$ cat src/rtl/bce_pkg.sv
// ----------------------------------------------------------------------------
// bce_pkg
// Shared types, constants and discharge curves for the charge estimator.
// ----------------------------------------------------------------------------
`default_nettype none

package bce_pkg;

  localparam int MAX_CURVE_POINTS = 14;
  localparam int CURVE_SLOTS      = 16;
  localparam int DIV_STEPS        = 7;

  localparam logic [1:0] CFG_CHEMISTRY    = 2'd0;
  localparam logic [1:0] CFG_INVERT       = 2'd1;
  localparam logic [1:0] CFG_BALANCE_BAND = 2'd2;

  localparam logic [2:0] PS_CHARGING = 3'd0;
  localparam logic [2:0] PS_BALANCE  = 3'd1;
  localparam logic [2:0] PS_BATTERY  = 3'd2;
  localparam logic [2:0] PS_FULL     = 3'd3;
  localparam logic [2:0] PS_UNKNOWN  = 3'd4;

  localparam logic [14:0] FULL_MV_LIION = 15'd4150;
  localparam logic [14:0] FULL_MV_LFP   = 15'd3550;
  localparam logic [14:0] BAND_RESET    = 15'd100;

  localparam logic [12:0] LIION_MV [CURVE_SLOTS] = '{
    13'd4200, 13'd4100, 13'd4000, 13'd3900, 13'd3800, 13'd3750, 13'd3700, 13'd3650,
    13'd3600, 13'd3500, 13'd3400, 13'd3300, 13'd3000, 13'd0, 13'd0, 13'd0};
  localparam logic [6:0] LIION_PCT [CURVE_SLOTS] = '{
    7'd100, 7'd95, 7'd85, 7'd75, 7'd60, 7'd50, 7'd40, 7'd30,
    7'd20, 7'd10, 7'd5, 7'd2, 7'd0, 7'd0, 7'd0, 7'd0};
  localparam logic [12:0] LFP_MV [CURVE_SLOTS] = '{
    13'd3650, 13'd3400, 13'd3350, 13'd3320, 13'd3300, 13'd3280, 13'd3260, 13'd3240,
    13'd3220, 13'd3200, 13'd3150, 13'd3000, 13'd2800, 13'd2500, 13'd0, 13'd0};
  localparam logic [6:0] LFP_PCT [CURVE_SLOTS] = '{
    7'd100, 7'd95, 7'd90, 7'd80, 7'd70, 7'd60, 7'd50, 7'd40,
    7'd30, 7'd20, 7'd10, 7'd5, 7'd2, 7'd0, 7'd0, 7'd0};

  typedef enum logic [2:0] {
    ST_IDLE,
    ST_CHECK,
    ST_SCAN,
    ST_MUL,
    ST_DIV_INIT,
    ST_DIV,
    ST_FINISH,
    ST_DONE
  } bce_state_t;

  typedef struct packed {
    logic load;
    logic check;
    logic scan;
    logic mul;
    logic div_init;
    logic div_step;
    logic finish;
    logic publish;
  } bce_cmd_t;

  typedef struct packed {
    logic early;
    logic seg_hit;
  } bce_sts_t;

  function automatic logic [12:0] curve_mv(logic chem, logic [3:0] idx);
    return chem ? LFP_MV[idx] : LIION_MV[idx];
  endfunction

  function automatic logic [6:0] curve_pct(logic chem, logic [3:0] idx);
    return chem ? LFP_PCT[idx] : LIION_PCT[idx];
  endfunction

  function automatic logic [3:0] curve_last(logic chem);
    int len;
    len = chem ? 14 : 13;
    if (len > MAX_CURVE_POINTS) len = MAX_CURVE_POINTS;
    if (len < 2) len = 2;
    if (len > CURVE_SLOTS) len = CURVE_SLOTS;
    return 4'(len - 1);
  endfunction

endpackage

`default_nettype wire

$ cat src/rtl/battery_charge_estimator_core.sv
// ----------------------------------------------------------------------------
// battery_charge_estimator_core
// State of charge, current and power state from one voltage/current sample.
// ----------------------------------------------------------------------------
// Input beat: raise start with the in_* fields; the beat is taken at an edge
// where start is high and busy is low. busy stays high until the result goes
// out. Result beat: out_valid is high for exactly one cycle with the out_*
// fields; the receiver cannot stall, so it must take it then.
// Flow: a failed read, or a voltage on or beyond a curve end, goes from the
// endpoint check straight to publish; otherwise the curve segments (1 to 13
// of them) are scanned, one per cycle, up to and including the matching one,
// and then come the multiply, the 7-step restoring divider for the rounded
// quotient, the final sum and the publish. A new item may be started in the
// cycle out_valid shows.
// Configuration: cfg_we, cfg_index, cfg_wdata; write only while busy is low.
// Reset (synchronous, rst_n low) returns the sequencer to idle, drops
// out_valid and loads the register defaults.
// ----------------------------------------------------------------------------
`default_nettype none

module battery_charge_estimator_core (
  input  wire logic               clk,
  input  wire logic               rst_n,
  input  wire logic               start,
  output logic                    busy,
  input  wire logic [15:0]        in_bus_raw,
  input  wire logic signed [15:0] in_current_raw,
  input  wire logic               in_voltage_read_ok,
  input  wire logic               in_current_read_ok,
  output logic                    out_valid,
  output logic [14:0]             out_bus_mv,
  output logic signed [15:0]      out_current_tenth_ma,
  output logic [6:0]              out_charge_percent,
  output logic [2:0]              out_power_state,
  output logic                    out_reading_valid,
  input  wire logic               cfg_we,
  input  wire logic [1:0]         cfg_index,
  input  wire logic [14:0]        cfg_wdata
);

  bce_pkg::bce_cmd_t cmd;
  bce_pkg::bce_sts_t sts;

  bce_ctrl u_ctrl (
    .clk   (clk),
    .rst_n (rst_n),
    .start (start),
    .sts   (sts),
    .cmd   (cmd),
    .busy  (busy)
  );

  bce_datapath u_dp (
    .clk                  (clk),
    .rst_n                (rst_n),
    .cmd                  (cmd),
    .sts                  (sts),
    .cfg_we               (cfg_we),
    .cfg_index            (cfg_index),
    .cfg_wdata            (cfg_wdata),
    .in_bus_raw           (in_bus_raw),
    .in_current_raw       (in_current_raw),
    .in_voltage_read_ok   (in_voltage_read_ok),
    .in_current_read_ok   (in_current_read_ok),
    .out_valid            (out_valid),
    .out_bus_mv           (out_bus_mv),
    .out_current_tenth_ma (out_current_tenth_ma),
    .out_charge_percent   (out_charge_percent),
    .out_power_state      (out_power_state),
    .out_reading_valid    (out_reading_valid)
  );

endmodule

`default_nettype wire

$ cat src/rtl/bce_ctrl.sv
// ----------------------------------------------------------------------------
// bce_ctrl
// Sequencer: endpoint check, segment scan, multiply, serial divide, publish.
// ----------------------------------------------------------------------------
`default_nettype none

module bce_ctrl (
  input  wire logic              clk,
  input  wire logic              rst_n,
  input  wire logic              start,
  input  wire bce_pkg::bce_sts_t sts,
  output bce_pkg::bce_cmd_t      cmd,
  output logic                   busy
);

  bce_pkg::bce_state_t state_r, state_nxt;
  logic [2:0] cnt_r, cnt_nxt;

  always_ff @(posedge clk) begin
    if (!rst_n) begin
      state_r <= bce_pkg::ST_IDLE;
      cnt_r   <= '0;
    end else begin
      state_r <= state_nxt;
      cnt_r   <= cnt_nxt;
    end
  end

  always_comb begin
    state_nxt = state_r;
    cnt_nxt   = cnt_r;
    cmd       = '0;
    busy      = (state_r != bce_pkg::ST_IDLE);
    case (state_r)
      bce_pkg::ST_IDLE: begin
        if (start) begin
          cmd.load  = 1'b1;
          state_nxt = bce_pkg::ST_CHECK;
        end
      end
      bce_pkg::ST_CHECK: begin
        cmd.check = 1'b1;
        state_nxt = sts.early ? bce_pkg::ST_DONE : bce_pkg::ST_SCAN;
      end
      bce_pkg::ST_SCAN: begin
        cmd.scan = 1'b1;
        if (sts.seg_hit) state_nxt = bce_pkg::ST_MUL;
      end
      bce_pkg::ST_MUL: begin
        cmd.mul   = 1'b1;
        state_nxt = bce_pkg::ST_DIV_INIT;
      end
      bce_pkg::ST_DIV_INIT: begin
        cmd.div_init = 1'b1;
        cnt_nxt      = '0;
        state_nxt    = bce_pkg::ST_DIV;
      end
      bce_pkg::ST_DIV: begin
        cmd.div_step = 1'b1;
        cnt_nxt      = cnt_r + 3'd1;
        if (cnt_r == 3'(bce_pkg::DIV_STEPS - 1)) state_nxt = bce_pkg::ST_FINISH;
      end
      bce_pkg::ST_FINISH: begin
        cmd.finish = 1'b1;
        state_nxt  = bce_pkg::ST_DONE;
      end
      bce_pkg::ST_DONE: begin
        cmd.publish = 1'b1;
        state_nxt   = bce_pkg::ST_IDLE;
      end
      default: begin
        state_nxt = bce_pkg::ST_IDLE;
      end
    endcase
  end

endmodule

`default_nettype wire

$ cat src/rtl/bce_datapath.sv
// ----------------------------------------------------------------------------
// bce_datapath
// Config registers, sample scaling, curve interpolation and result registers.
// ----------------------------------------------------------------------------
`default_nettype none

module bce_datapath (
  input  wire logic               clk,
  input  wire logic               rst_n,
  input  wire bce_pkg::bce_cmd_t  cmd,
  output bce_pkg::bce_sts_t       sts,
  input  wire logic               cfg_we,
  input  wire logic [1:0]         cfg_index,
  input  wire logic [14:0]        cfg_wdata,
  input  wire logic [15:0]        in_bus_raw,
  input  wire logic signed [15:0] in_current_raw,
  input  wire logic               in_voltage_read_ok,
  input  wire logic               in_current_read_ok,
  output logic                    out_valid,
  output logic [14:0]             out_bus_mv,
  output logic signed [15:0]      out_current_tenth_ma,
  output logic [6:0]              out_charge_percent,
  output logic [2:0]              out_power_state,
  output logic                    out_reading_valid
);

  logic        chem_r, inv_r;
  logic [14:0] band_r;

  logic [14:0]        mv_r;
  logic signed [15:0] cur_r;
  logic               ok_r;
  logic [2:0]         st_r;
  logic [6:0]         pct_r;
  logic [3:0]         idx_r;
  logic [10:0]        den_r, diff_r;
  logic [6:0]         pl_r, dp_r, q_r;
  logic [17:0]        prod_r, div_r;
  logic [18:0]        rem_r;
  logic               out_valid_r;

  logic [12:0]        top_mv, last_mv, hi_mv, lo_mv;
  logic [6:0]         hi_pct, lo_pct;
  logic [3:0]         idx_p1;
  logic signed [16:0] cur_x, band_x;
  logic [14:0]        full_mv;
  logic [7:0]         sum;

  always_ff @(posedge clk) begin
    if (!rst_n) begin
      chem_r <= 1'b0;
      inv_r  <= 1'b0;
      band_r <= bce_pkg::BAND_RESET;
    end else if (cfg_we) begin
      case (cfg_index)
        bce_pkg::CFG_CHEMISTRY:    chem_r <= cfg_wdata[0];
        bce_pkg::CFG_INVERT:       inv_r  <= cfg_wdata[0];
        bce_pkg::CFG_BALANCE_BAND: band_r <= cfg_wdata;
        default: ;
      endcase
    end
  end

  assign top_mv  = bce_pkg::curve_mv(chem_r, 4'd0);
  assign last_mv = bce_pkg::curve_mv(chem_r, bce_pkg::curve_last(chem_r));
  assign idx_p1  = idx_r + 4'd1;
  assign hi_mv   = bce_pkg::curve_mv(chem_r, idx_r);
  assign lo_mv   = bce_pkg::curve_mv(chem_r, idx_p1);
  assign hi_pct  = bce_pkg::curve_pct(chem_r, idx_r);
  assign lo_pct  = bce_pkg::curve_pct(chem_r, idx_p1);
  assign cur_x   = 17'(cur_r);
  assign band_x  = signed'({2'b00, band_r});
  assign full_mv = chem_r ? bce_pkg::FULL_MV_LFP : bce_pkg::FULL_MV_LIION;
  assign sum     = {1'b0, pl_r} + {1'b0, q_r};

  assign sts.early   = !ok_r || (mv_r >= {2'b00, top_mv}) || (mv_r <= {2'b00, last_mv});
  assign sts.seg_hit = (mv_r >= {2'b00, lo_mv});

  always_ff @(posedge clk) begin
    if (cmd.load) begin
      mv_r <= {in_bus_raw[15:3], 2'b00};
      ok_r <= in_voltage_read_ok && in_current_read_ok;
      if (inv_r && (in_current_raw == 16'sh8000)) cur_r <= 16'sh7FFF;
      else if (inv_r) cur_r <= -in_current_raw;
      else cur_r <= in_current_raw;
    end
    if (cmd.check) begin
      idx_r <= '0;
      pct_r <= (mv_r >= {2'b00, top_mv}) ? 7'd100 : 7'd0;
      if (cur_x >= band_x) st_r <= bce_pkg::PS_CHARGING;
      else if (cur_x <= -band_x) st_r <= bce_pkg::PS_BATTERY;
      else if (mv_r >= full_mv) st_r <= bce_pkg::PS_FULL;
      else st_r <= bce_pkg::PS_BALANCE;
    end
    if (cmd.scan) begin
      if (sts.seg_hit) begin
        den_r  <= 11'(hi_mv - lo_mv);
        diff_r <= 11'(mv_r - {2'b00, lo_mv});
        pl_r   <= lo_pct;
        dp_r   <= (hi_pct >= lo_pct) ? (hi_pct - lo_pct) : 7'd0;
      end else begin
        idx_r  <= idx_p1;
      end
    end
    if (cmd.mul) prod_r <= {7'd0, diff_r} * {11'd0, dp_r};
    if (cmd.div_init) begin
      rem_r <= {prod_r, 1'b0} + {8'd0, den_r};
      div_r <= {den_r, 1'b0, 6'd0};
      q_r   <= '0;
    end
    if (cmd.div_step) begin
      if ({1'b0, div_r} <= rem_r) begin
        rem_r <= rem_r - {1'b0, div_r};
        q_r   <= {q_r[5:0], 1'b1};
      end else begin
        q_r   <= {q_r[5:0], 1'b0};
      end
      div_r <= {1'b0, div_r[17:1]};
    end
    if (cmd.finish) pct_r <= (sum > 8'd100) ? 7'd100 : sum[6:0];
    if (cmd.publish) begin
      out_reading_valid <= ok_r;
      if (ok_r) begin
        out_bus_mv           <= mv_r;
        out_current_tenth_ma <= cur_r;
        out_charge_percent   <= pct_r;
        out_power_state      <= st_r;
      end else begin
        out_bus_mv           <= '0;
        out_current_tenth_ma <= '0;
        out_charge_percent   <= '0;
        out_power_state      <= bce_pkg::PS_UNKNOWN;
      end
    end
  end

  always_ff @(posedge clk) begin
    if (!rst_n) out_valid_r <= 1'b0;
    else out_valid_r <= cmd.publish;
  end

  assign out_valid = out_valid_r;

endmodule

`default_nettype wire

$ cat config.mk
export PLATFORM = sky130hd
export DESIGN_NAME = battery_charge_estimator_core
export DESIGN_NICKNAME = d
export VERILOG_FILES = /design/src/rtl/bce_pkg.sv /design/src/rtl/battery_charge_estimator_core.sv /design/src/rtl/bce_ctrl.sv /design/src/rtl/bce_datapath.sv
export SDC_FILE = /design/constraint.sdc
export NUM_CORES = 1
export LEC_CHECK = 0
export BUFFER_PORTS_ARGS = -buffer_cell sky130_fd_sc_hd__buf_2
export CAP_MARGIN = 20
export CORE_MARGIN = 5
export CORE_UTILIZATION = 60
export DETAILED_ROUTE_END_ITERATION = 10
export PLACE_DENSITY_LB_ADDON = 0.12
export RECOVER_POWER = 25
export SLEW_MARGIN = 20
export SYNTH_ARGS = -nofsm -noshare
export SYNTH_HDL_FRONTEND = slang
export SYNTH_SLANG_ARGS = --single-unit
$ cat constraint.sdc
create_clock -name clk -period 6.6 [get_ports clk]
set_clock_uncertainty 0.15 [all_clocks]
set_input_delay 0.66 -clock clk [delete_from_list [all_inputs] [get_ports clk]]
set_output_delay 0.66 -clock clk [all_outputs]
set_load 0.01 [all_outputs]
Yosys cells after proc, flatten, opt, wreduce, memory -nomap -nowiden
Memory sizes are Yosys's and may differ from the RTL's.
Index checks and enable logic that the tools add are counted.
Widths: inputs -> output; s select.
Storage, ports and cells
  register bits: 206
  bits in read-only memories: 1696
  input bits: 55
  output and inout bits: 44
  logic and storage cells: 162
  memories: 10
Memory list
  (name not given): words 16, bits a word 13, read ports 1, clocked after Yosys merged registers in 0, write ports 0, line bce_pkg.sv:68  | return chem ? LFP_MV[idx] : LIION_MV[idx];
  (name not given): words 16, bits a word 13, read ports 1, clocked after Yosys merged registers in 0, write ports 0, line bce_pkg.sv:68
  (name not given): words 16, bits a word 13, read ports 1, clocked after Yosys merged registers in 0, write ports 0, line bce_pkg.sv:68
  (name not given): words 16, bits a word 13, read ports 1, clocked after Yosys merged registers in 0, write ports 0, line bce_pkg.sv:68
  (name not given): words 16, bits a word 13, read ports 1, clocked after Yosys merged registers in 0, write ports 0, line bce_pkg.sv:68
  (name not given): words 16, bits a word 13, read ports 1, clocked after Yosys merged registers in 0, write ports 0, line bce_pkg.sv:68
  +4 memories
Operators by class
  $add $sub $neg: 11
  $mul: 1
  order comparisons: 15
  eq/ne operators: 14
  multiplexer cells: 64
  bitwise logic cells: 3
  reduce and logical (&&, ||, !) cells: 17
Operators by type and width (count)
  $mux 13: 12
  $mux 7: 16
  $mux 32: 2
  $mux 19: 3
  $mux 11: 5
  $ge 15x13->1: 3
  $mux 17: 2
  $gt 32x5->1 const B: 1
  $gt 32x6->1 const B: 1
  $lt 32x3->1 const B: 1
  $pmux 3 s8: 1
  $sub 11x11->11: 2
  $add 19x11->19: 1
  $le 18x19->1: 1
  $sub 19x18->19: 1
  $mul 11x7->18: 1
  $le 16x17->1: 1
  $neg 15->17: 1
  $eq 16x16->1 const B: 1
  $ge 16x16->1: 1
  $mux 16: 1
  $mux 4: 4
  $neg 16->16: 1
  $eq 3x3->1 const B: 5
  30 further kinds: 57

Logic depth before layout (Yosys ltp)
Gate-level depths: netlist of the first run.
  depth in word-level cells: 17
  gate-level depth with buffers: 20
  depth with buffers taken out: 17

Cells and area by module
A second synthesis of the first run with hierarchy kept.
Unflattened totals
  cells, all modules: 1664
  area, all modules: 15643.8 µm²
By module, submodules not included
  bce_datapath: times used 1, cells each 1609, area each 15215.8 µm², sequential area each 5465.2 µm²
  bce_ctrl: times used 1, cells each 55, area each 427.9 µm², sequential area each 120.1 µm²

Worst setup path before layout of the first run
Ideal clock, no wire load.
  path kind: reg2reg
  from: register u_dp.idx_r[2]
  to: register u_dp.den_r[10] (enable)
  setup time: 395 ps
  arrival time: 4446 ps
  required time: 6055 ps
  slack: 1609 ps
  cell stages (with the launch flop): 19
  path buffers: 5
  period minus slack after synthesis: 4991 ps
  cell sequence: dfxtp_1 clkbuf_1 inv_1 clkbuf_1 ha_1 buf_2 buf_1 clkbuf_1 o221ai_1 o311ai_0 o21a_1 inv_1 ha_1 ha_1 o21a_1 o21bai_1 a21o_1 a31oi_1 o311a_1
Between the ends
  longest elaborated chain between the ends: 8
  elaborated cells on any way between the ends: 11
  classes of those cells: add/sub: 1; order compare: 1; mux: 5; bitwise: 1; reduce/logical: 1; memory: 2
Ends and longest elaborated chain
  from (decl): line bce_datapath.sv:35  | logic [3:0] idx_r;
  from (signal assigned): line bce_datapath.sv:102  | idx_r <= idx_p1;
  $add 4x1->4 *: line bce_datapath.sv:66  | assign idx_p1 = idx_r + 4'd1;
  $not 4->5 (not written as such) *: line bce_pkg.sv:68
  $mem_v2 16x13
  $mux 13 (not written as such) (2 in series): line bce_pkg.sv:68
  $mux 13 *: line bce_pkg.sv:68
  $ge 15x13->1 *: line bce_datapath.sv:77  | assign sts.seg_hit = (mv_r >= {2'b00, lo_mv});
  $reduce_and 2->1 (no source line) *
  to (signal assigned): line bce_datapath.sv:97  | den_r <= 11'(hi_mv - lo_mv);
  to (decl): line bce_datapath.sv:36  | logic [10:0] den_r, diff_r;
Mark *: on every way between the ends. The rest lies on a longest branch, timed or not. The select of a mux whose other input is x is not followed.
A chain may end at the register's enable or synchronous reset.

Final worst setup path of the first run
  from: register u_dp.dp_r[3]
  to: register u_dp.prod_r[17], data pin
Between the ends
  longest elaborated chain between the ends: 1
Ends and longest elaborated chain
  from (decl): line bce_datapath.sv:37  | logic [6:0] pl_r, dp_r, q_r;
  from (signal assigned): line bce_datapath.sv:100  | dp_r <= (hi_pct >= lo_pct) ? (hi_pct - lo_pct) : 7'd0;
  $mul 11x7->18: line bce_datapath.sv:105  | if (cmd.mul) prod_r <= {7'd0, diff_r} * {11'd0, dp_r};
  to (signal assigned): line bce_datapath.sv:105
  to (decl): line bce_datapath.sv:38  | logic [17:0] prod_r, div_r;
No other way between the ends.

==> reports/qor.csv, run 1 <==
metric,value,unit
antenna_found_initial,0,
grt_pass1_vias,11996,
cap_violations,1,
grt.total_usage,25.65,%
power_density,502.4,nW/um2
final_area,17190,um2
start_util,60.44,%
r2r_slack,1.35,ns
syn_inst,1681,
routedWlPerCell,17.88,um
synthesis.area,15620,um2
cp_max_fo,10,
violations,"capacitance limit, slew limit",
core_area,25840,um2
critical_path_class,register to register,
synth_warnings,0,
drive_above_1_share,9.599,%
area_growth_syn_to_layout,10.10,%
fmax,0.1903,GHz
vias,12561,
die_area,29350,um2
ir_worst_vdd,444.9,uV
cts.sinks,202,
cp-end-kind,register,
cp_data_required_time,6.72,ns
cts-root-buf,clkbuf_16,
tightest_slew,1.500,ns
cts_max_level,1,
ys_async_sr_fraction,0,%
synth_area_leaders,"edfxtp_1 (30%), ha_1 (13%), dfxtp_1 (6.2%)",
setup_viol,0,
slew_headroom,-0.01033,%
postCtsSetupBuffers,0,
drt-initial-drc-count,962,
stdcell_count,2106,
ys_seq_elements,202,
synth_top_area_share,29.61,%
setup-tns-final,0,ns
grt_setup_unrepaired,no,
viasPerCell,5.964,
clk_pin_slew,0.07,ns
p_leak,7.203,nW
place_area,16370,um2
ant_nets,0,
yosysSeqAreaShare,35.77,%
r2r-end,u_dp.prod_r[17],
die_h,171.3,um
utilization,66.54,%
grt_max_degree,60,
slew_viol_final,38,
fin_crit_sh,79.61,%
synth_top_area_cell,edfxtp_1,
setup_slack,1.346,ns
pin_count,99,
cts_buffer_depth,3,
synth-edff-count,154,
cts_tree,yes,
die_w,171.3,um
num_antenna_cells,0,
drt-total-wl,37660,um
min_period,5.254,ns
hold_violations,0,
synth_cell_types,79,
grt_pass1_wl,61270,um
dp_cells,2062,
cts_hold_buffers,0,
grt-ovfl-total,0,
ys_dominant_reg_cell,edfxtp_1,
postSynthAreaPerCell,9.290,um2
power,8.637,mW
drc_errors,0,
hp-class,input pin to register,
whs_path_depth,1,
r2r_cells,17,
place.detailed.hpwl,28540,um
pre_cts_ws,1.380,ns
cts_buffers,24,
whs_endpoint,u_dp.mv_r[14],
crit_arrival,5.37,ns
routabilityCongestion,0.9511,
holdWs,0.1656,ns
first_pass_iters,5,
startpoint_type,register,
layout.nets,2014,
cts-resized-gates,0,
io_buffers,93,
clock_latency,0.52,ns
run_status,"finished, violations left",
r2r_start,u_dp.dp_r[3],
cp-startpoint,u_dp.dp_r[3],
rows,59,
worstHoldStart,in_bus_raw[15],
==> state kept, by name, indices dropped and copies added, names as in the netlist, 2 cells and up <==
signal and flops:
u_dp.diff_r 10, u_dp.cur_r 16, u_dp.div_r 18, u_dp.out_current_tenth_ma 16, u_dp.pl_r 7, u_dp.out_charge_percent 7, u_dp.prod_r 17, u_dp.out_power_state 3
u_dp.band_r 15, u_dp.rem_r 19, u_dp.out_bus_mv 13, u_ctrl.state_r 3, u_dp.pct_r 7, u_dp.mv_r 13, u_ctrl.cnt_r 3, u_dp.dp_r 7
u_dp.st_r 2, u_dp.idx_r 4, u_dp.den_r 10, u_dp.q_r 7
==> cell usage after synthesis (all sizes together) (31+ instances only) <==
master,count
nand2,171
nor2,104
fa,45
a21o,31
clkbuf,41
ha,161
edfxtp,154
and2,101
nor3,37
dfxtp,48
inv,136
xnor2,47
a21oi,106
o21ai,103
==> power by group <==
part,internal (mW),switching (mW),total [mW]
clock,0.832,0.542,1.37
sequential,1.96,0.245,2.21
combinational,2.14,2.92,5.06
==> metal layers <==
metal,routed length (um),global-route usage (%)
met5,0,0
met4,1052,6.717
met3,1981,3.585
met2,17770,42.76
met1,16850,35.53
==> cells by family (layout without fill, tap and decap cells) <==
family	after synthesis	after routing	share of synthesized area, %
adders and majority gates	206	206	18.67
AOI/OAI and AO/OA	404	404	16.59
xor gates and xnor gates	77	77	4.319
muxes	15	15	1.202
buffers and inverters	202	291	5.016
and+or+nand+nor	574	574	18.42
other	1	2	0.02401
DFF	202	202	35.77
==> how the worst max path moves through the flow <==
stage	to	slack (ns)	cells past startpoint
3_3_place_gp	u_dp.prod_r[17]	1.43	17
3_5_place_dp	u_dp.prod_r[17]	1.38	17
5_1_grt	u_dp.prod_r[17]	1.04	17
2_1_floorplan	u_dp.den_r[10]	1.61	18
6_report	u_dp.prod_r[17]	1.35	17
4_1_cts	u_dp.prod_r[17]	1.39	17
==> final cells by class <==
type                       instances  area [um2]
clock inverter                    13       133.9
fill                            2116        8645
clock buffer                      31       699.4
sequential                       202        5587
tap                              335       419.2
timing repair buffer             110       580.6
inverter                         137       514.2
multi-input combinational       1278        9259
==> critical path: stages, from the launching register on <==
cell and delay [ns]:
edfxtp_1 0.52, and2_1 0.22, fa_1 0.53, inv_1 0.05, fa_1 0.48, inv_1 0.06
fa_1 0.53, inv_1 0.05, fa_1 0.52, inv_1 0.04, ha_1 0.32, o21ai_0 0.12
o21a_1 0.21, o41ai_1 0.70, nand4_1 0.18, nand4b_1 0.13, a21oi_1 0.08, xnor2_1 0.12
==> cells in the final DEF (no fill, tap or decap), drive strengths merged, types with 23 or more instances in the layout <==
master / count
a31oi: 25
ha: 161
nand3: 30
nand2: 171
clkbuf: 35
a21oi: 106
fa: 45
a21o: 31
nor2: 104
nor2b: 24
and2: 101
nor3: 37
buf: 106
dfxtp: 48
xnor2: 47
and3: 23
xor2: 30
edfxtp: 154
inv: 139
o21ai: 103
No activity file was read; power rests on OpenSTA's default activity.
==> run 2: changes to the inputs <==
clock period = 5.1 ns   (was 6.6 ns; I/O delays follow)
==> reports/qor.csv, run 2 (same netlist as run 1, synthesis figures left out) <==
metric,value,unit,change
run_status,"finished, violations left",,
violations,"capacitance limit, slew limit",,
area_growth_syn_to_layout,11.91,%,
viasPerCell,5.949,,-0.26%
cts.sinks,202,,unchanged
num_antenna_cells,0,,unchanged
rows,59,,unchanged
cp_data_required_time,5.21,ns,-1.51 ns
slew_headroom,-0.03361,%,-0.023 points
cts_buffer_depth,3,,unchanged
drt-total-wl,38860,um,+3.2%
grt_setup_unrepaired,no,,
utilization,67.64,%,+1.1 points
drc_errors,0,,unchanged
drt-initial-drc-count,951,,-1.1%
io_buffers,93,,unchanged
cap_violations,1,,unchanged
hp-class,input pin to register,,
clock_latency,0.53,ns,about the same
clk_pin_slew,0.06,ns,about the same
largestRegisters,"u_dp.rem_r x19, u_dp.div_r x18, u_dp.prod_r x17",,
critical_path_class,register to register,,
grt_max_degree,44,,-27%
final_common_cell,nand2_1,,
layout.nets,2051,,+1.8%
hold_violations,0,,unchanged
die_h,171.3,um,unchanged
cts_max_level,1,,unchanged
startpoint_type,register,,
largest_register_ffs,19,,unchanged
routabilityCongestion,0.9207,,-3.2%
tightest_slew,1.501,ns,+0.0003492 ns
die_w,171.3,um,unchanged
fin_crit_sh,95.49,%,+16 points
grt-ovfl-total,0,,unchanged
grt.total_usage,26.30,%,+0.65 points
slew_viol_final,38,,unchanged
power_density,644.7,nW/um2,+28%
die_area,29350,um2,unchanged
core_area,25840,um2,unchanged
antenna_found_initial,0,,unchanged
cp-end-kind,register,,
grt_pass1_vias,12316,,+2.7%
postCtsSetupBuffers,0,,unchanged
ir_worst_vdd,632.4,uV,+42%
place.detailed.hpwl,29500,um,+3.4%
regMostFlops,u_dp.rem_r,,
critPathSlowestCell,fa_1,,
drive_above_1_share,10.40,%,+0.80 points
min_period,4.870,ns,-0.3839 ns
fmax,0.2053,GHz,+7.9%
grt_pass1_wl,62560,um,+2.1%
p_leak,7.354,nW,+2.1%
setup_viol,0,,unchanged
setup-tns-final,0,ns,unchanged
pin_count,99,,unchanged
cp_cell_sequence,and2_1 -> fa_1 -> inv_1 -> fa_1 -> inv_1 -> fa_1 -> inv_1 -> fa_1 -> inv_1 -> ha_1 -> o21ai_0 -> o21a_1 -> o41ai_2 -> buf_4 -> nand4_1 -> nand4b_1 -> a21oi_1 -> xnor2_1,,
cts_tree,yes,,
cp_slowest_stage_delay,0.53,ns,-0.17 ns
r2r_slack,0.23,ns,-1.12 ns
fillCellCount,2099,,-0.80%
final_cell_mix,"nand2_1 (170), ha_1 (161), edfxtp_1 (154), inv_1 (135), a21oi_1 (105)",,
start_util,60.44,%,unchanged
first_pass_iters,5,,unchanged
routedWlPerCell,18.13,um,+1.4%
vias,12749,,+1.5%
cp.buffers_inverters,5,,+1
cp_max_fo,7,,-3
ant_nets,0,,unchanged
cts_buffers,24,,unchanged
cts-root-buf,clkbuf_16,,
critPathTopFamily,adder cells,,
crit_arrival,4.98,ns,-0.39 ns
[run 2: changes by cell type in the layout (fill, tap and decap cells not counted), moves of 2 or more]
cell,delta
clkbuf_16,-2
buf_2,-4
and2_1,+6
clkinvlp_4,-2
clkbuf_8,+2
and2_0,-6
clkbuf_1,+7
dlygate4sd3_1,+12
buf_4,+25
[run 2: worst paths after layout]
path	from	end	cells past startpoint
max	u_dp.diff_r[6]	u_dp.prod_r[17]	18
min	in_bus_raw[14]	u_dp.mv_r[13]	1
max reg2reg	u_dp.diff_r[6]	u_dp.prod_r[17]	18
min reg2reg	u_dp.div_r[17]	u_dp.div_r[17]	2
[run 2: final cells by class]
type	count	area, um2	area share, %
clock buffer	35	691.9	3.959
clock inverter	9	91.34	0.5226
sequential	202	5585	31.96
timing repair buffer	147	899.6	5.147
inverter	137	514.2	2.942
multi-input combinational	1278	9275	53.07
tap	335	419.2	2.398
[run 2: power by group]
group	switching [mW]	total [mW]	internal (mW)	leakage, nW
Combinational	3.88	6.76	2.88	5.16
Sequential	0.299	2.84	2.54	1.80
Clock	0.675	1.67	0.997	0.386
[run 2: routing by layer]
metal | track usage, % | up-vias | wire length [um]
li1 | - | 6198 | -
met1 | 34.93 | 6014 | 16760
met2 | 44.27 | 432 | 18230
met3 | 4.252 | 105 | 2417
met4 | 8.646 | 0 | 1454
met5 | 0 | - | 0
[run 2: repair_timing]
| item | in CTS | in global routing |
|---|---|---|
| hold buffers | 12 | 0 |
| setup endpoints to repair | 0 | 2 |
| hold endpoints to repair | 12 | 0 |
| resized for setup | 0 | 2 |
[run 2: per-stage QoR]
| stage | setup WS (ns) | power, mW | area (um2) | hold WS [ns] | cells |
|---|---|---|---|---|---|
| 2_1_floorplan | 0.1089 | 7.870 | 15620 | 0.2863 | 1682 |
| 3_3_place_gp | 0.2271 | 9.330 | 16570 | 0.2927 | 2087 |
| 3_5_place_dp | 0.1992 | 9.517 | 16570 | 0.3029 | 2087 |
| 4_1_cts | 0.1901 | 11.23 | 17470 | 0.01597 | 2143 |
| 5_1_grt | 0.03436 | 12.23 | 17480 | 0.06621 | 2143 |
| 6_report | 0.2299 | 11.27 | 17480 | 0.06199 | 2143 |
==> run 3: changes to the inputs <==
CORE_MARGIN = 3   (was 5)
SYNTH_HIERARCHICAL = 1   (was unset)
==> reports/qor.csv, run 3 <==
metric,value,unit,change
cts-resized-gates,0,,unchanged
clockPowerShare,15.8,%,+1.0 points
critPathTopFamily,adder cells,,
setup_slack,0.2013,ns,-0.02851 ns
fin_crit_sh,96.05,%,+0.56 points
cp_cell_sequence,and2_1 -> fa_1 -> fa_1 -> fa_1 -> inv_1 -> fa_1 -> inv_1 -> ha_1 -> a21o_1 -> a21o_1 -> nand3_1 -> nand2_1 -> a41o_1 -> o41a_1 -> xor2_1,,
synth_xor_area_share,4.935,%,+0.62 points
ys_dominant_reg_cell,edfxtp_1,,
crit_arrival,5.01,ns,+0.03 ns
antenna_found_initial,0,,unchanged
die_area,28050,um2,-4.5%
setup-tns-final,0,ns,unchanged
r2r-end,u_dp/prod_r[16],,
synth_top_family_by_area,adder cells,,
routedWlPerCell,17.95,um,-1.0%
cp.buffers_inverters,2,,-3
cts_buffers,24,,unchanged
final_area,17420,um2,-0.33%
num_antenna_cells,0,,unchanged
slew_viol_final,0,,-100%
grt-ovfl-total,0,,unchanged
synth_area_leaders,"edfxtp_1 (30%), ha_1 (13%), dfxtp_1 (6.1%)",,
power,11.14,mW,-1.2%
synth_top_area_share,29.56,%,-0.052 points
grt_pass1_vias,12215,,-0.82%
fmax,0.2041,GHz,-0.58%
tightest_slew,1.027,ns,-0.4737 ns
r2r_slack,0.20,ns,-0.03 ns
layout.nets,2021,,-1.5%
cp-end-kind,register,,
yosysSeqAreaShare,35.70,%,-0.063 points
cap_violations,0,,-1
hold_violations,0,,unchanged
synthesis.area,15640,um2,+0.18%
first_pass_iters,5,,unchanged
largestRegisters,"u_dp/rem_r x19, u_dp/div_r x18, u_dp/prod_r x17",,
grt_setup_unrepaired,no,,
cts.sinks,202,,unchanged
seq_power_share,25.7,%,+0.5 points
synth_mux_area_share,1.496,%,+0.29 points
pre_cts_ws,0.2373,ns,+0.03815 ns
p_sw_share,42.65,%,-0.46 points
drt-total-wl,37860,um,-2.6%
rows,58,,-1.7%
pin_count,99,,unchanged
setup_viol,0,,unchanged
grt_pass1_wl,61470,um,-1.7%
dp_cells,2052,,-1.7%
regMostFlops,u_dp/rem_r,,
io_buffers,93,,unchanged
worstHoldStart,in_bus_raw[14],,
routabilityCongestion,0.9710,,+5.5%
yosys-top-cells-count,"ha_1 (160), edfxtp_1 (154), nand2_1 (146)",,
synth_cell_types,84,,+6.3%
grt_max_degree,42,,-4.5%
synth-edff-count,154,,unchanged
stdcell_count,2109,,-1.6%
cp_slowest_stage_delay,0.54,ns,about the same
critical_path_class,register to register,,
synthAdderAreaFrac,18.56,%,-0.11 points
r2r_cells,15,,-3
synth_top_area_cell,edfxtp_1,,
ys_async_sr_fraction,0,%,unchanged
hp-class,input pin to register,,
place.detailed.hpwl,28070,um,-4.8%
r2r_start,u_dp/dp_r[6],,
start_util,61.59,%,+1.2 points
area_growth_syn_to_layout,11.35,%,
viasPerCell,5.892,,-0.96%
p_leak,7.290,nW,-0.87%
grt.total_usage,26.51,%,+0.21 points
cp_max_fo,10,,+3
drive_above_1_share,10.74,%,+0.34 points
run_status,"finished, final reports clean",,
vias,12426,,-2.5%
synth_compound_area_share,16.74,%,+0.15 points
cts_buffer_depth,3,,unchanged
startpoint_type,register,,
power_frac_comb,58.5,%,-1.5 points
whs_endpoint,u_dp/mv_r[13],,
cp_data_required_time,5.21,ns,about the same
clk_pin_slew,0.07,ns,about the same
final_cell_mix,"ha_1 (160), edfxtp_1 (154), nand2_1 (146), inv_1 (136), a21oi_1 (118)",,
p_int,6.387,mW,-0.37%
min_period,4.899,ns,+0.02851 ns
largest_register_ffs,19,,unchanged
ant_nets,0,,unchanged
postSynthAreaPerCell,9.401,um2,+1.2%
synth.most_common_cell,ha_1,,
critPathSlowestCell,fa_1,,
clock_latency,0.53,ns,about the same
drt-initial-drc-count,962,,+1.2%
die_h,167.5,um,-2.3%
ys_seq_elements,202,,unchanged
whs_path_depth,1,,unchanged
cts_max_level,1,,unchanged
synth-simple-area-share,17.33,%,-1.1 points
die_w,167.5,um,-2.3%
power_density,639.3,nW/um2,-0.84%
core_area,25400,um2,-1.7%
place_area,16500,um2,-0.44%
drc_errors,0,,unchanged
cts_tree,yes,,
ir_worst_vdd,580.7,uV,-8.2%
syn_inst,1664,,-1.0%
slew_headroom,31.45,%,+31 points
final_common_cell,ha_1,,
switchingPower,4.749,mW,-2.2%
cts-root-buf,clkbuf_16,,
synth_warnings,6,,+6
cpMostUsedCell,fa_1,,
==> run 3: what timing repair did <==
item	CTS	global route
hold buffers	8	1
setup buffers	0	3
hold endpoints to repair	8	1
setup endpoints to repair	0	1
==> run 3: logic make-up after synthesis <==
family	Yosys count
flip-flops	202
XOR/XNOR	86
adder cells (fa/ha/maj)	205
buffers and inverters	205
multiplexers	22
other	1
AND/OR/NAND/NOR	538
AO/OA/AOI/OAI	405
==> run 3: power by group through the flow <==
| stage | sequential [mW] | clock [mW] | combinational, mW |
|---|---|---|---|
| after CTS | 2.87 | 1.80 | 6.48 |
| final | 2.86 | 1.76 | 6.51 |
| after global placement | 2.89 | 0 | 6.27 |
| after floorplan | 2.76 | 0 | 5.05 |
| after detailed placement | 2.89 | 0 | 6.41 |
| after global routing | 2.90 | 1.86 | 7.39 |
==> run 3: layout make-up <==
type	count	area (um2)
Timing Repair Buffer	137	824.5
Clock buffer	31	668.1
Clock inverter	13	153.9
Sequential cell	202	5585
Tap cell	330	412.9
Fill cell	2036	7980
Multi-Input combinational cell	1258	9256
Inverter	138	518.0
==> run 3: worst max-delay path by stage <==
stage             startpoint               to  slack [ns]  cells after the start
2_1_floorplan  u_dp/idx_r[2]   u_dp/den_r[10]        0.15                     17
3_3_place_gp    u_dp/dp_r[3]  u_dp/prod_r[16]        0.25                     16
3_5_place_dp    u_dp/dp_r[6]  u_dp/prod_r[16]        0.24                     15
4_1_cts         u_dp/dp_r[6]  u_dp/prod_r[16]        0.20                     15
5_1_grt         u_dp/dp_r[6]  u_dp/prod_r[16]        0.02                     15
6_report        u_dp/dp_r[6]  u_dp/prod_r[16]        0.20                     15
==> run 3: per-layer routing <==
metal  share of wire [%]  track usage, %
met4                 3.6           9.072
met5                   0               0
met3                 5.6           3.942
met2                  48           45.44
met1                  43           34.57
==> run 3: through the flow <==
stage / utilization, % / hold WS (ns)
3_3_place_gp: 64.95 / 0.3068
6_report: 68.58 / 0.01489
2_1_floorplan: - / 0.2744
4_1_cts: 68.50 / 0.0003023
5_1_grt: 68.58 / 0.003051
3_5_place_dp: 64.95 / 0.3178
==> run 3: worst register-to-register path: stages, from the launching register on <==
cell and delay (ns):
edfxtp_1 0.52, and2_1 0.22, fa_1 0.50, fa_1 0.52
fa_1 0.54, inv_1 0.05, fa_1 0.52, inv_1 0.04
ha_1 0.34, a21o_1 0.19, a21o_1 0.21, nand3_1 0.09
nand2_1 0.05, a41o_1 0.21, o41a_1 0.32, xor2_1 0.15
